**src/rtl/core/bptc_pkg.sv**
```systemverilog
package bptc_pkg;

   localparam int TEMP_FRAC_BITS_DEFAULT  = 16;
   localparam int PRESS_FRAC_BITS_DEFAULT = 6;
   localparam int LT_FRAC                 = 28;

   localparam int RAW_W      = 24;
   localparam int OUT_W      = 24;
   localparam int LT_W       = 40;
   localparam int CALIB_LO_W = 64;
   localparam int CALIB_MD_W = 64;
   localparam int CALIB_HI_W = 40;
   localparam int CSR_IDX_W  = 3;
   localparam int CSR_DATA_W = 64;
   localparam int REQ_DATA_W = 48;
   localparam int RSP_DATA_W = 48;
   localparam int RSP_USER_W = 2;

   localparam logic [CSR_IDX_W-1:0] CSR_CALIB_LOW  = 3'd0;
   localparam logic [CSR_IDX_W-1:0] CSR_CALIB_MID  = 3'd1;
   localparam logic [CSR_IDX_W-1:0] CSR_CALIB_HIGH = 3'd2;
   localparam logic [CSR_IDX_W-1:0] CSR_TEMP_EN    = 3'd3;
   localparam logic [CSR_IDX_W-1:0] CSR_PRESS_EN   = 3'd4;

   localparam int MUL_A_W    = 64;
   localparam int MUL_B_W    = 48;
   localparam int DIGIT_W    = 16;
   localparam int NUM_DIGITS = 3;
   localparam int P_OFFSET   = 16384;

   localparam int STEP_W = 5;
   localparam logic [STEP_W-1:0] FIRST_TEMP_STEP  = 5'd0;
   localparam logic [STEP_W-1:0] LAST_TEMP_STEP   = 5'd2;
   localparam logic [STEP_W-1:0] FIRST_PRESS_STEP = 5'd3;
   localparam logic [STEP_W-1:0] LAST_PRESS_STEP  = 5'd19;

   typedef enum logic [4:0] {
      A_D, A_X, A_T, A_T2, A_T3, A_S, A_Q, A_R, A_RAWP,
      A_P1M, A_P2M, A_P3, A_P5, A_P6, A_P7, A_P9, A_P10
   } a_sel_type;

   typedef enum logic [3:0] {
      B_ONE, B_D, B_T, B_T2, B_RAWP, B_R, B_CT2, B_CT3, B_P4, B_P8, B_P11
   } b_sel_type;

   typedef enum logic [3:0] {
      D_ACC_LOAD, D_ACC_ADD, D_S_LOAD, D_S_ADD, D_Q_LOAD, D_Q_ADD,
      D_X, D_T2, D_T3, D_R
   } dest_type;

   typedef struct packed {
      a_sel_type  a_sel;
      b_sel_type  b_sel;
      logic [4:0] rsh;
      logic [4:0] lsh;
      dest_type   dest;
   } op_type;

   typedef struct packed {
      logic              accept;
      logic              mul_en;
      logic [1:0]        digit;
      logic              wb;
      logic [STEP_W-1:0] step;
      logic              lt_write;
      logic              press_write;
      logic              out_load;
   } cmd_type;

   typedef struct packed {
      logic temp_en;
      logic press_en;
   } status_type;

   function automatic op_type step_op(input logic [STEP_W-1:0] step);
      op_type op;
      unique case (step)
         5'd0:    op = '{A_D,    B_CT2,  5'd0,  5'd18, D_ACC_LOAD};
         5'd1:    op = '{A_D,    B_D,    5'd0,  5'd0,  D_X};
         5'd2:    op = '{A_X,    B_CT3,  5'd0,  5'd0,  D_ACC_ADD};
         5'd3:    op = '{A_T,    B_T,    5'd16, 5'd0,  D_T2};
         5'd4:    op = '{A_T2,   B_T,    5'd16, 5'd0,  D_T3};
         5'd5:    op = '{A_P5,   B_ONE,  5'd0,  5'd19, D_ACC_LOAD};
         5'd6:    op = '{A_P6,   B_T,    5'd6,  5'd0,  D_ACC_ADD};
         5'd7:    op = '{A_P7,   B_T2,   5'd8,  5'd0,  D_ACC_ADD};
         5'd8:    op = '{A_T3,   B_P8,   5'd15, 5'd0,  D_ACC_ADD};
         5'd9:    op = '{A_P1M,  B_ONE,  5'd0,  5'd20, D_S_LOAD};
         5'd10:   op = '{A_P2M,  B_T,    5'd5,  5'd0,  D_S_ADD};
         5'd11:   op = '{A_P3,   B_T2,   5'd8,  5'd0,  D_S_ADD};
         5'd12:   op = '{A_T3,   B_P4,   5'd13, 5'd0,  D_S_ADD};
         5'd13:   op = '{A_S,    B_RAWP, 5'd24, 5'd0,  D_ACC_ADD};
         5'd14:   op = '{A_RAWP, B_RAWP, 5'd18, 5'd0,  D_R};
         5'd15:   op = '{A_P9,   B_ONE,  5'd0,  5'd16, D_Q_LOAD};
         5'd16:   op = '{A_P10,  B_T,    5'd0,  5'd0,  D_Q_ADD};
         5'd17:   op = '{A_Q,    B_R,    5'd30, 5'd0,  D_ACC_ADD};
         5'd18:   op = '{A_R,    B_RAWP, 5'd0,  5'd0,  D_X};
         5'd19:   op = '{A_X,    B_P11,  5'd31, 5'd0,  D_ACC_ADD};
         default: op = '{A_D,    B_ONE,  5'd0,  5'd0,  D_X};
      endcase
      return op;
   endfunction

endpackage

```
**src/rtl/core/bptc_ctrl.sv**
```systemverilog
module bptc_ctrl (
   input  logic                  clock,
   input  logic                  reset,
   input  logic                  req_tvalid,
   output logic                  req_tready,
   output logic                  rsp_tvalid,
   input  logic                  rsp_tready,
   input  bptc_pkg::status_type  status,
   output bptc_pkg::cmd_type     cmd
);

   localparam logic [2:0] S_IDLE = 3'd0;
   localparam logic [2:0] S_MUL  = 3'd1;
   localparam logic [2:0] S_WB   = 3'd2;
   localparam logic [2:0] S_TFIN = 3'd3;
   localparam logic [2:0] S_PFIN = 3'd4;
   localparam logic [2:0] S_DONE = 3'd5;

   logic [2:0]                  state_ff, state_in;
   logic [bptc_pkg::STEP_W-1:0] step_ff, step_in;
   logic [1:0]                  digit_ff, digit_in;
   logic                        rsp_valid_ff, rsp_valid_in;

   always_comb begin
      state_in   = state_ff;
      step_in    = step_ff;
      digit_in   = digit_ff;
      cmd        = '0;
      cmd.step   = step_ff;
      cmd.digit  = digit_ff;
      req_tready = (state_ff == S_IDLE);
      unique case (state_ff)
         S_IDLE: begin
            digit_in = 2'd0;
            if (req_tvalid) begin
               cmd.accept = 1'b1;
               if (status.temp_en) begin
                  state_in = S_MUL;
                  step_in  = bptc_pkg::FIRST_TEMP_STEP;
               end else if (status.press_en) begin
                  state_in = S_MUL;
                  step_in  = bptc_pkg::FIRST_PRESS_STEP;
               end else begin
                  state_in = S_DONE;
               end
            end
         end
         S_MUL: begin
            cmd.mul_en = 1'b1;
            if (digit_ff == 2'(bptc_pkg::NUM_DIGITS - 1)) begin
               digit_in = 2'd0;
               state_in = S_WB;
            end else begin
               digit_in = digit_ff + 2'd1;
            end
         end
         S_WB: begin
            cmd.wb = 1'b1;
            if (step_ff == bptc_pkg::LAST_TEMP_STEP) begin
               state_in = S_TFIN;
            end else if (step_ff == bptc_pkg::LAST_PRESS_STEP) begin
               state_in = S_PFIN;
            end else begin
               step_in  = step_ff + 5'd1;
               state_in = S_MUL;
            end
         end
         S_TFIN: begin
            cmd.lt_write = 1'b1;
            if (status.press_en) begin
               step_in  = bptc_pkg::FIRST_PRESS_STEP;
               state_in = S_MUL;
            end else begin
               state_in = S_DONE;
            end
         end
         S_PFIN: begin
            cmd.press_write = 1'b1;
            state_in        = S_DONE;
         end
         S_DONE: begin
            if (!rsp_valid_ff || rsp_tready) begin
               cmd.out_load = 1'b1;
               state_in     = S_IDLE;
            end
         end
         default: state_in = S_IDLE;
      endcase
   end

   always_comb begin
      if (cmd.out_load) begin
         rsp_valid_in = 1'b1;
      end else if (rsp_tready) begin
         rsp_valid_in = 1'b0;
      end else begin
         rsp_valid_in = rsp_valid_ff;
      end
   end

   assign rsp_tvalid = rsp_valid_ff;

   always_ff @(posedge clock) begin
      if (reset) begin
         state_ff     <= S_IDLE;
         step_ff      <= '0;
         digit_ff     <= '0;
         rsp_valid_ff <= 1'b0;
      end else begin
         state_ff     <= state_in;
         step_ff      <= step_in;
         digit_ff     <= digit_in;
         rsp_valid_ff <= rsp_valid_in;
      end
   end

endmodule

```
**src/rtl/core/bptc_dpath.sv**
```systemverilog
module bptc_dpath #(
   parameter int TEMP_FRAC_BITS  = bptc_pkg::TEMP_FRAC_BITS_DEFAULT,
   parameter int PRESS_FRAC_BITS = bptc_pkg::PRESS_FRAC_BITS_DEFAULT
) (
   input  logic                              clock,
   input  logic                              reset,
   input  logic                              csr_wr_en,
   input  logic [bptc_pkg::CSR_IDX_W-1:0]    csr_index,
   input  logic [bptc_pkg::CSR_DATA_W-1:0]   csr_wr_data,
   input  logic [bptc_pkg::REQ_DATA_W-1:0]   req_tdata,
   input  bptc_pkg::cmd_type                 cmd,
   output bptc_pkg::status_type              status,
   output logic [bptc_pkg::RSP_DATA_W-1:0]   rsp_tdata,
   output logic [bptc_pkg::RSP_USER_W-1:0]   rsp_tuser
);

   localparam int TSH = bptc_pkg::LT_FRAC - TEMP_FRAC_BITS;
   localparam int PSH = 16 - PRESS_FRAC_BITS;
   localparam logic signed [40:0] T_RND = 41'(longint'(1) << (TSH - 1));
   localparam logic signed [63:0] P_RND = 64'(longint'(1) << (PSH - 1));
   localparam longint T_CLAMP_MAX = 16777215;
   localparam longint T_CLAMP_MIN = -16777216;
   localparam longint OUT_S_MAX   = 8388607;
   localparam longint OUT_S_MIN   = -8388608;
   localparam longint OUT_U_MAX   = 16777215;

   logic [bptc_pkg::CALIB_LO_W-1:0] calib_low_ff;
   logic [bptc_pkg::CALIB_MD_W-1:0] calib_mid_ff;
   logic [bptc_pkg::CALIB_HI_W-1:0] calib_high_ff;
   logic                            temp_en_ff, press_en_ff;
   logic [bptc_pkg::RAW_W-1:0]      raw_p_ff, raw_t_ff;
   logic                            upd_t_ff, upd_p_ff;
   logic signed [bptc_pkg::LT_W-1:0] lt_ff, lt_in;
   logic [bptc_pkg::OUT_W-1:0]      held_p_ff, held_p_in;
   logic signed [63:0]              prod_ff, prod_in;
   logic signed [63:0]              acc_ff, acc_in;
   logic signed [37:0]              s_ff, s_in;
   logic signed [33:0]              q_ff, q_in;
   logic signed [55:0]              x_ff, x_in;
   logic signed [33:0]              t2_ff, t2_in;
   logic signed [41:0]              t3_ff, t3_in;
   logic signed [30:0]              r_ff, r_in;
   logic [bptc_pkg::RSP_DATA_W-1:0] rsp_tdata_ff, rsp_tdata_in;
   logic [bptc_pkg::RSP_USER_W-1:0] rsp_tuser_ff;

   logic [167:0]        calib;
   logic [15:0]         c_t1, c_t2, p5, p6;
   logic signed [7:0]   c_t3, p3, p4, p7, p8, p10, p11;
   logic signed [15:0]  p1, p2, p9;
   logic signed [17:0]  p1m, p2m;
   logic signed [25:0]  d;
   logic signed [39:0]  lt_shr;
   logic signed [24:0]  t;
   bptc_pkg::op_type    op;
   logic signed [bptc_pkg::MUL_A_W-1:0] a_val;
   logic signed [bptc_pkg::MUL_B_W-1:0] b_val;
   logic signed [bptc_pkg::DIGIT_W:0]   dig;
   logic signed [80:0]  full;
   logic [63:0]         part_sh;
   logic signed [63:0]  term;
   logic signed [63:0]  p_sum, p_out;
   logic signed [40:0]  t_sum, t_out;
   logic signed [23:0]  tq;

   assign calib = {calib_high_ff, calib_mid_ff, calib_low_ff};
   assign c_t1  = calib[15:0];
   assign c_t2  = calib[31:16];
   assign c_t3  = calib[39:32];
   assign p1    = calib[55:40];
   assign p2    = calib[71:56];
   assign p3    = calib[79:72];
   assign p4    = calib[87:80];
   assign p5    = calib[103:88];
   assign p6    = calib[119:104];
   assign p7    = calib[127:120];
   assign p8    = calib[135:128];
   assign p9    = calib[151:136];
   assign p10   = calib[159:152];
   assign p11   = calib[167:160];
   assign p1m   = 18'(p1) - 18'(bptc_pkg::P_OFFSET);
   assign p2m   = 18'(p2) - 18'(bptc_pkg::P_OFFSET);

   assign d      = $signed(26'(raw_t_ff)) - $signed(26'({c_t1, 8'h00}));
   assign lt_shr = lt_ff >>> (bptc_pkg::LT_FRAC - 16);

   always_comb begin
      if (lt_shr > T_CLAMP_MAX) begin
         t = 25'(T_CLAMP_MAX);
      end else if (lt_shr < T_CLAMP_MIN) begin
         t = 25'(T_CLAMP_MIN);
      end else begin
         t = lt_shr[24:0];
      end
   end

   assign op = bptc_pkg::step_op(cmd.step);

   always_comb begin
      unique case (op.a_sel)
         bptc_pkg::A_D:    a_val = 64'(d);
         bptc_pkg::A_X:    a_val = 64'(x_ff);
         bptc_pkg::A_T:    a_val = 64'(t);
         bptc_pkg::A_T2:   a_val = 64'(t2_ff);
         bptc_pkg::A_T3:   a_val = 64'(t3_ff);
         bptc_pkg::A_S:    a_val = 64'(s_ff);
         bptc_pkg::A_Q:    a_val = 64'(q_ff);
         bptc_pkg::A_R:    a_val = 64'(r_ff);
         bptc_pkg::A_RAWP: a_val = 64'(raw_p_ff);
         bptc_pkg::A_P1M:  a_val = 64'(p1m);
         bptc_pkg::A_P2M:  a_val = 64'(p2m);
         bptc_pkg::A_P3:   a_val = 64'(p3);
         bptc_pkg::A_P5:   a_val = 64'(p5);
         bptc_pkg::A_P6:   a_val = 64'(p6);
         bptc_pkg::A_P7:   a_val = 64'(p7);
         bptc_pkg::A_P9:   a_val = 64'(p9);
         bptc_pkg::A_P10:  a_val = 64'(p10);
         default:          a_val = '0;
      endcase
   end

   always_comb begin
      unique case (op.b_sel)
         bptc_pkg::B_ONE:  b_val = 48'sd1;
         bptc_pkg::B_D:    b_val = 48'(d);
         bptc_pkg::B_T:    b_val = 48'(t);
         bptc_pkg::B_T2:   b_val = 48'(t2_ff);
         bptc_pkg::B_RAWP: b_val = 48'(raw_p_ff);
         bptc_pkg::B_R:    b_val = 48'(r_ff);
         bptc_pkg::B_CT2:  b_val = 48'(c_t2);
         bptc_pkg::B_CT3:  b_val = 48'(c_t3);
         bptc_pkg::B_P4:   b_val = 48'(p4);
         bptc_pkg::B_P8:   b_val = 48'(p8);
         bptc_pkg::B_P11:  b_val = 48'(p11);
         default:          b_val = '0;
      endcase
   end

   always_comb begin
      case (cmd.digit)
         2'd0:    dig = $signed({1'b0, b_val[15:0]});
         2'd1:    dig = $signed({1'b0, b_val[31:16]});
         default: dig = 17'($signed(b_val[47:32]));
      endcase
   end

   assign full = a_val * dig;

   always_comb begin
      case (cmd.digit)
         2'd0:    part_sh = full[63:0];
         2'd1:    part_sh = {full[47:0], 16'h0000};
         default: part_sh = {full[31:0], 32'h0000_0000};
      endcase
   end

   assign prod_in = (cmd.digit == 2'd0) ? $signed(part_sh) : prod_ff + $signed(part_sh);
   assign term    = (prod_ff >>> op.rsh) <<< op.lsh;

   always_comb begin
      acc_in = acc_ff;
      s_in   = s_ff;
      q_in   = q_ff;
      x_in   = x_ff;
      t2_in  = t2_ff;
      t3_in  = t3_ff;
      r_in   = r_ff;
      unique case (op.dest)
         bptc_pkg::D_ACC_LOAD: acc_in = term;
         bptc_pkg::D_ACC_ADD:  acc_in = acc_ff + term;
         bptc_pkg::D_S_LOAD:   s_in   = 38'(term);
         bptc_pkg::D_S_ADD:    s_in   = s_ff + 38'(term);
         bptc_pkg::D_Q_LOAD:   q_in   = 34'(term);
         bptc_pkg::D_Q_ADD:    q_in   = q_ff + 34'(term);
         bptc_pkg::D_X:        x_in   = 56'(term);
         bptc_pkg::D_T2:       t2_in  = 34'(term);
         bptc_pkg::D_T3:       t3_in  = 42'(term);
         bptc_pkg::D_R:        r_in   = 31'(term);
         default:              acc_in = acc_ff;
      endcase
   end

   assign lt_in = 40'((acc_ff + 64'sd524288) >>> 20);
   assign p_sum = acc_ff + P_RND;
   assign p_out = p_sum >>> PSH;

   always_comb begin
      if (p_out < 0) begin
         held_p_in = '0;
      end else if (p_out > OUT_U_MAX) begin
         held_p_in = 24'(OUT_U_MAX);
      end else begin
         held_p_in = p_out[23:0];
      end
   end

   assign t_sum = 41'(lt_ff) + T_RND;
   assign t_out = t_sum >>> TSH;

   always_comb begin
      if (t_out > OUT_S_MAX) begin
         tq = 24'(OUT_S_MAX);
      end else if (t_out < OUT_S_MIN) begin
         tq = 24'(OUT_S_MIN);
      end else begin
         tq = t_out[23:0];
      end
   end

   assign rsp_tdata_in = {held_p_ff, tq};

   always_ff @(posedge clock) begin
      if (reset) begin
         calib_low_ff  <= '0;
         calib_mid_ff  <= '0;
         calib_high_ff <= '0;
         temp_en_ff    <= 1'b0;
         press_en_ff   <= 1'b0;
         lt_ff         <= '0;
         held_p_ff     <= '0;
      end else begin
         if (csr_wr_en) begin
            unique case (csr_index)
               bptc_pkg::CSR_CALIB_LOW:  calib_low_ff  <= csr_wr_data;
               bptc_pkg::CSR_CALIB_MID:  calib_mid_ff  <= csr_wr_data;
               bptc_pkg::CSR_CALIB_HIGH: calib_high_ff <= csr_wr_data[bptc_pkg::CALIB_HI_W-1:0];
               bptc_pkg::CSR_TEMP_EN:    temp_en_ff    <= csr_wr_data[0];
               bptc_pkg::CSR_PRESS_EN:   press_en_ff   <= csr_wr_data[0];
               default:                  temp_en_ff    <= temp_en_ff;
            endcase
         end
         if (cmd.lt_write) begin
            lt_ff <= lt_in;
         end
         if (cmd.press_write) begin
            held_p_ff <= held_p_in;
         end
      end
   end

   always_ff @(posedge clock) begin
      if (cmd.accept) begin
         raw_p_ff <= req_tdata[23:0];
         raw_t_ff <= req_tdata[47:24];
         upd_t_ff <= temp_en_ff;
         upd_p_ff <= press_en_ff;
      end
      if (cmd.mul_en) begin
         prod_ff <= prod_in;
      end
      if (cmd.wb) begin
         acc_ff <= acc_in;
         s_ff   <= s_in;
         q_ff   <= q_in;
         x_ff   <= x_in;
         t2_ff  <= t2_in;
         t3_ff  <= t3_in;
         r_ff   <= r_in;
      end
      if (cmd.out_load) begin
         rsp_tdata_ff <= rsp_tdata_in;
         rsp_tuser_ff <= {upd_p_ff, upd_t_ff};
      end
   end

   assign status.temp_en  = temp_en_ff;
   assign status.press_en = press_en_ff;
   assign rsp_tdata       = rsp_tdata_ff;
   assign rsp_tuser       = rsp_tuser_ff;

endmodule

```
**src/rtl/core/baro_pressure_temp_compensation_top.sv**
```systemverilog
// Barometer compensation: each transfer on the req side carries one raw pressure and one raw
// temperature reading, and gives exactly one transfer on the rsp side with the temperature in
// 2^-TEMP_FRAC_BITS degC and the pressure in 2^-PRESS_FRAC_BITS Pa, both saturating. Disabled
// quantities repeat their last value with their update flag clear. All products go through one
// shared 64 by 17 bit signed multiplier, which builds each product from the 16-bit digits of its
// second operand and then writes it back. The block takes one item at a time. Configuration
// must be written only while no item is in work.
module baro_pressure_temp_compensation_top #(
   parameter int TEMP_FRAC_BITS  = bptc_pkg::TEMP_FRAC_BITS_DEFAULT,
   parameter int PRESS_FRAC_BITS = bptc_pkg::PRESS_FRAC_BITS_DEFAULT
) (
   input  logic                              clock,
   input  logic                              reset,
   input  logic                              csr_wr_en,
   input  logic [bptc_pkg::CSR_IDX_W-1:0]    csr_index,
   input  logic [bptc_pkg::CSR_DATA_W-1:0]   csr_wr_data,
   input  logic                              req_tvalid,
   output logic                              req_tready,
   // raw_pressure [23:0], raw_temperature [47:24]
   input  logic [bptc_pkg::REQ_DATA_W-1:0]   req_tdata,
   output logic                              rsp_tvalid,
   input  logic                              rsp_tready,
   // temperature_q16 [23:0], pressure_q6 [47:24]
   output logic [bptc_pkg::RSP_DATA_W-1:0]   rsp_tdata,
   // temp_updated [0], press_updated [1]
   output logic [bptc_pkg::RSP_USER_W-1:0]   rsp_tuser
);

   bptc_pkg::cmd_type    cmd;
   bptc_pkg::status_type status;

   bptc_ctrl u_ctrl (
      .clock      (clock),
      .reset      (reset),
      .req_tvalid (req_tvalid),
      .req_tready (req_tready),
      .rsp_tvalid (rsp_tvalid),
      .rsp_tready (rsp_tready),
      .status     (status),
      .cmd        (cmd)
   );

   bptc_dpath #(
      .TEMP_FRAC_BITS  (TEMP_FRAC_BITS),
      .PRESS_FRAC_BITS (PRESS_FRAC_BITS)
   ) u_dpath (
      .clock       (clock),
      .reset       (reset),
      .csr_wr_en   (csr_wr_en),
      .csr_index   (csr_index),
      .csr_wr_data (csr_wr_data),
      .req_tdata   (req_tdata),
      .cmd         (cmd),
      .status      (status),
      .rsp_tdata   (rsp_tdata),
      .rsp_tuser   (rsp_tuser)
   );

endmodule

```
**config.mk**
```make
export PLATFORM = sky130hd
export DESIGN_NAME = baro_pressure_temp_compensation_top
export DESIGN_NICKNAME = d
export VERILOG_FILES = /design/src/rtl/core/bptc_pkg.sv /design/src/rtl/core/bptc_ctrl.sv /design/src/rtl/core/bptc_dpath.sv /design/src/rtl/core/baro_pressure_temp_compensation_top.sv
export SDC_FILE = /design/constraint.sdc
export NUM_CORES = 2
export LEC_CHECK = 0
export BUFFER_PORTS_ARGS = -buffer_cell sky130_fd_sc_hd__buf_4
export CAP_MARGIN = 5
export CORE_UTILIZATION = 45
export CTS_BUF_LIST = sky130_fd_sc_hd__clkbuf_8
export DETAILED_ROUTE_END_ITERATION = 6
export HOLD_SLACK_MARGIN = 0.02
export PLACE_DENSITY = 0.64
export REMOVE_ABC_BUFFERS = 1
export SYNTH_ARGS = -nofsm -noshare
export SYNTH_HDL_FRONTEND = slang
export SYNTH_SLANG_ARGS = --single-unit
```
**constraint.sdc**
```tcl
create_clock -name clock -period 19.1 [get_ports clock]
set_input_delay 3.82 -clock clock [delete_from_list [all_inputs] [get_ports clock]]
set_output_delay 3.82 -clock clock [all_outputs]
set_load 0.05 [all_outputs]
```
### Yosys cells after proc, flatten, opt, wreduce, memory -nomap -nowiden

Memory sizes are Yosys's and may differ from the RTL's. A register that Yosys moved wholly into a read port is not among the register bits.
Index checks and enable logic that the tools add are counted.

* output and inout port bits: 52
* input bits: 120
* latch bits: 0
* memories: 1
* ROM bits: 704
* flip-flop bits (word level): 708
* bits in writable memories: 0

* equal/unequal tests: 53
* $add $sub $neg: 12
* shift operators: 2
* div/mod/pow operators: 0
* bitwise gates (word level): 0
* $mul: 1
* muxes and demuxes: 41
* $lt $le $gt $ge: 6
* reduce and logical (&&, ||, !) cells: 28

Memories
* (no name shown): depth 32, width 22, rd ports 1, clocked after memory_dff 1, wr ports 0, line bptc_pkg.sv:77 `unique case (step)`

Operator list (number)
* $pmux 64 s17: 1
* $pmux 48 s11: 1
* $pmux 64 s2: 2
* $add 64x64->64: 2
* $pmux 38 s2: 1
* $mux 24: 3
* $pmux 34 s2: 1
* $add 64x11->64 const B: 1
* $mul 64x17->64: 1
* $mux 64: 1
* $sshl 64x5->64: 1
* $sshr 64x5->64: 1
* $add 60x21->60 const B: 1
* $gt 54x25->1 const B: 1
* $lt 54x1->1 const B: 1
* $mux 25: 2
* $add 40x13->41 const B: 1
* $eq 5x4->1 const B: 8
* $add 38x38->38: 1
* $mux 5: 7
* $add 34x34->34: 1
* $pmux 17 s2: 1
* $sub 16x16->17 const B: 2
* $eq 4x3->1 const B: 8
* 38 further kinds: 93

### Logic depth before layout (Yosys ltp)

* depth in word-level cells: 9
* depth in mapped cells: 55
* depth with buffers taken out: 52

### Cells and area by module

A second synthesis with hierarchy kept.

* cells, all modules: 9051
* area, all modules: 77428.0 um2

By module, submodules not included
* bptc_dpath: cells each 8959, area an instance 76702.3 um2, instances 1, sequential area each 18367.6 um2
* bptc_ctrl: cells each 92, area an instance 725.7 um2, instances 1, sequential area each 220.2 um2

### Least setup slack after synthesis

No wires, ideal clock.

* path kind: register to register
* start point: register u_dpath.raw_t_ff[9] (netlist bit)
* end point: register u_dpath.prod_ff[62] (data pin)
* setup slack: 7256 ps
* required time: 18942 ps
* arrival time: 11686 ps
* setup time: 158 ps
* clock period less this slack: 11844 ps
* stages on the path, launching flop included: 50
* cells stage by stage: edfxtp_1 -> ha_1 -> nor2b_1 -> o21a_1 -> o21ai_1 -> a21oi_1 -> o311a_1 -> o21ai_1 -> a211oi_1 -> or3_1 -> nand2_1 -> nor2_1 -> o311ai_1 -> clkbuf_1 -> nor2_1 -> fa_1 -> inv_1 -> fa_1 -> (+14 left out) -> o21bai_1 -> xnor2_1 -> nor2_1 -> a21oi_1 -> nor2_1 -> ha_1 -> and3_1 -> nand2_1 -> or4_1 -> nor3_1 -> o21ai_0 -> nand3_1 -> o22ai_1 -> o21ai_1 -> o211ai_1 -> a2111o_1 -> a211o_1 -> o211ai_1

* longest elaborated chain between the ends: 7
* elaborated cells on any way between the ends: 8
* those cells by class: 2 x add/sub; 1 x mul; 5 x mux

Ends and longest elaborated chain
* start, declared: line bptc_dpath.sv:31 `logic [bptc_pkg::RAW_W-1:0] raw_p_ff, raw_t_ff;`
* start signal, assigned: line bptc_dpath.sv:243 `raw_t_ff <= req_tdata[47:24];`
* $sub 24x24->25 *: line bptc_dpath.sv:83 `assign d = $signed(26'(raw_t_ff)) - $signed(26'({c_t1, 8'h00}));`
* $pmux 48 s11: line bptc_dpath.sv:122 `unique case (op.b_sel)`
* $pmux 17 s2: line bptc_dpath.sv:139 `case (cmd.digit)`
* $mul 64x17->64 *: line bptc_dpath.sv:146 `assign full = a_val * dig;`
* $pmux 64 s2 *: line bptc_dpath.sv:149 `case (cmd.digit)`
* $add 64x64->64: line bptc_dpath.sv:156 `assign prod_in = (cmd.digit == 2'd0) ? $signed(part_sh) : prod_ff + $signed(part_sh);`
* $mux 64 *: line bptc_dpath.sv:156
* via u_dpath.prod_in[62]: line bptc_dpath.sv:35 `logic signed [63:0] prod_ff, prod_in;`
* end signal, assigned: line bptc_dpath.sv:248 `prod_ff <= prod_in;`
* end, declared: line bptc_dpath.sv:35

Mark *: on every way through the listed nets, which the timed path passes. The rest lies on a longest branch.
A chain may end at the register's enable or synchronous reset.

### Worst setup path after layout

* start point: register u_dpath.raw_t_ff[8] (netlist bit)
* end point: register u_dpath.prod_ff[63] (data pin)

Same word-level chain as after synthesis.

==> impl_metrics.env <==
export IMPL_avgSynthCellArea_um2=8.858
export IMPL_crit_type="register to register"
export IMPL_cp_max_fo=33
export IMPL_yosys_register_bits=719
export IMPL_worst_pin_slew_ns=1.252
export IMPL_cts_sinks=719
export IMPL_final_common_cell="nand2_1"
export IMPL_grt_usage_pct=35.75
export IMPL_grt_pass1_wl_um=456900
export IMPL_routed_wl_um=313400
export IMPL_vias=68916
export IMPL_portBuffers=171
export IMPL_min_path_type="register to register"
export IMPL_worst_ep_arrival_time_ns=15.20
export IMPL_wire_per_inst_um=28.03
export IMPL_fin_setup_tns_ns=0
export IMPL_min_period_ns=14.52
export IMPL_clk_pin_slew_ns=0.06
export IMPL_worst_path_largest_cell_delay_ns=0.74
export IMPL_design_core_area_um2=171400
export IMPL_critPathRequiredTime_ns=19.78
export IMPL_yosys_warnings=0
export IMPL_mappedNetlistArea_um2=77570
export IMPL_hpwlAfterDp_um=241900
export IMPL_antenna_left=0
export IMPL_cts_buffers=131
export IMPL_netlist_instances=8757
export IMPL_hold_buffers=0
export IMPL_antenna_found_initial=9
export IMPL_r2r_end="u_dpath.prod_ff[63]$_DFFE_PP_"
export IMPL_most_common_layout_cells="1,238 x nand2_1, 919 x nor2_1, 893 x inv_1"
export IMPL_max_cap_viol_count=0
export IMPL_drtIter0Drc=8279
export IMPL_vias_per_cell=6.164
export IMPL_hold_violations=0
export IMPL_insertion_delay_ns=0.95
export IMPL_drv_slew=0
export IMPL_synth_cell_types=108
export IMPL_syn_to_final_growth_pct=8.912
export IMPL_rr_worst_depth=52
export IMPL_overflow=0
export IMPL_violations="DRC"
export IMPL_worstSetupStartpointType="register"
export IMPL_end_kind="register"
export IMPL_cts_tree="done"
export IMPL_ff2ff_setup_slack_ns=4.58
export IMPL_min_period_over_period_pct=76.03
export IMPL_die_w_um=417.2
export IMPL_firstDrtPassIters=7
export IMPL_status="complete, but fails checks"
export IMPL_synth_largest_area_cell="fa_1"
export IMPL_cts_repair_resized=0
export IMPL_fmax_mhz=68.86
export IMPL_postPlaceCellArea_um2=81780
export IMPL_grt_pass1_vias=67015
export IMPL_hold_path_depth=0
export IMPL_synth_edf_count=463
export IMPL_nNetsFinal=10059
export IMPL_slowest_stage="xnor2_1"
export IMPL_grt_max_degree=82
export IMPL_synth_ff_type="edfxtp_1"
export IMPL_maxSlewHeadroom_pct=16.24
export IMPL_r2r_start="u_dpath.raw_t_ff[8]$_DFFE_PP_"
export IMPL_final_setup_viol_count=0
export IMPL_cts_buffer_depth=3
export IMPL_ys_seq_area_share_pct=24.53
export IMPL_dieHeight_um=417.2
export IMPL_holdPathEnd="u_dpath.rsp_tuser[0]$_DFFE_PP_"
export IMPL_place_congestion=1.018
export IMPL_cts_root_buf="clkbuf_8"
export IMPL_synth_top_area_share_pct=20.62
export IMPL_htree_levels=4
export IMPL_final_area_um2=84480
export IMPL_cts_setup_buffers=0
export IMPL_design_die_area_um2=174000
export IMPL_rows=152
export IMPL_ios=172
export IMPL_fill_cells=16339
export IMPL_fin_skew_ns=0.05822
export IMPL_route_detailed_drc=7
export IMPL_netlist_top_cells_area="fa_1 21%, edfxtp_1 18%, dfxtp_1 6.6%"
export IMPL_min_from="u_dpath.upd_t_ff$_DFFE_PP_"
export IMPL_rsz0062_at_grt="false"
export IMPL_drive_above_1_share_pct=9.691
export IMPL_async_reset_ff_share_pct=0
export IMPL_initial_utilization_pct=45.27
final cells by class:
cell class / count / area, µm² / share of cell area [%]
Antenna cell: 7 / 17.52 / 0.02073
Clock buffer: 151 / 2078 / 2.460
Clock inverter: 84 / 600.6 / 0.7109
Inverter: 865 / 3247 / 3.843
Multi-Input combinational cell: 6671 / 53780 / 63.66
Sequential cell: 719 / 19050 / 22.55
Tap cell: 2310 / 2890 / 3.421
Timing Repair Buffer: 374 / 2811 / 3.328
sequential cells by signal (all words and copies together) (netlist names), 24 cells and up:
register	count
u_dpath.s_ff	38
u_dpath.lt_ff	29
u_dpath.acc_ff	64
u_dpath.calib_mid_ff	64
u_dpath.rsp_tdata	48
u_dpath.raw_t_ff	24
u_dpath.held_p_ff	24
u_dpath.q_ff	34
u_dpath.r_ff	31
u_dpath.prod_ff	64
u_dpath.calib_low_ff	64
u_dpath.t2_ff	34
u_dpath.x_ff	56
u_dpath.t3_ff	42
u_dpath.raw_p_ff	24
u_dpath.calib_high_ff	40
synthesized netlist by cell type, drive strengths merged (86+ instances only):
cell type / number
clkbuf: 410
nor3: 86
nand2b: 96
xnor2: 184
fa: 799
nand3: 121
mux4: 98
nand4: 86
buf: 92
o21ai: 389
nand2: 1244
dfxtp: 256
mux2i: 206
a21oi: 648
xor2: 146
inv: 863
a22oi: 103
a21o: 236
ha: 378
nor2: 933
edfxtp: 463
worst max-delay path by stage:
stage / start / endpoint / slack, ns / depth (start not counted)
2_1_floorplan: u_ctrl.digit_ff[0]$_SDFFE_PP0P_ / u_dpath.prod_ff[62]$_DFFE_PP_ / 4.75 / 41
3_3_place_gp: u_dpath.raw_t_ff[8]$_DFFE_PP_ / u_dpath.prod_ff[63]$_DFFE_PP_ / 4.89 / 51
3_5_place_dp: u_dpath.raw_t_ff[8]$_DFFE_PP_ / u_dpath.prod_ff[56]$_DFFE_PP_ / 4.89 / 52
4_1_cts: u_dpath.raw_t_ff[8]$_DFFE_PP_ / u_dpath.prod_ff[56]$_DFFE_PP_ / 4.91 / 52
5_1_grt: u_dpath.raw_t_ff[8]$_DFFE_PP_ / u_dpath.prod_ff[63]$_DFFE_PP_ / 3.93 / 50
6_report: u_dpath.raw_t_ff[8]$_DFFE_PP_ / u_dpath.prod_ff[63]$_DFFE_PP_ / 4.58 / 52
critical path: cells and delay by family (launching register included):
| kind | cells | cell delay (ns) |
|---|---|---|
| flip-flops | 1 | 0.37 |
| multiplexers | 3 | 0.63 |
| adder cells (fa/ha/maj) | 10 | 4.55 |
| buffers and inverters | 8 | 0.87 |
| AND/OR/NAND/NOR | 13 | 2.67 |
| XOR/XNOR | 2 | 1.06 |
| AO/OA/AOI/OAI | 16 | 4.00 |
cells by family (layout without fill, tap and decap cells):
kind of cell             Yosys count  after routing  synth area share, %
XOR/XNOR                         333            333                3.813
flip-flops                       719            719                24.53
AO/OA/AOI/OAI                   1927           1927                15.89
buffers and inverters           1367           1474                6.672
adder cells (fa/ha/maj)         1177           1177                26.72
other                              0              7                    0
multiplexers                     354            354                6.230
AND/OR/NAND/NOR                 2880           2880                16.15
through the flow:
| stage | hold slack (ns) | std cells | worst slack, ns | util, % |
|---|---|---|---|---|
| after floorplan | 0.4003 | 8255 | 4.748 | - |
| after global routing | 0.4147 | 11175 | 3.932 | 49.29 |
| after CTS | 0.4122 | 11174 | 4.907 | 49.29 |
| after detailed placement | 0.4116 | 10939 | 4.889 | 47.73 |
| final | 0.4131 | 11181 | 4.578 | 49.30 |
| after global placement | 0.4061 | 10939 | 4.893 | 47.73 |
per-layer routing:
| layer | part of all wire, % | track usage (%) | wire [µm] | up-vias |
|---|---|---|---|---|
| met5 | 0.027 | 0 | 85 | - |
| met4 | 7.9 | 23.87 | 24850 | 12 |
| met3 | 10 | 8.243 | 31750 | 824 |
| met2 | 43 | 53.15 | 134500 | 3966 |
| met1 | 39 | 46.44 | 122200 | 34164 |
| li1 | - | - | - | 29950 |
Power is left out: the tool's default activity adds up to more than one toggle a clock period on the data nets, which glitch-free logic cannot reach.
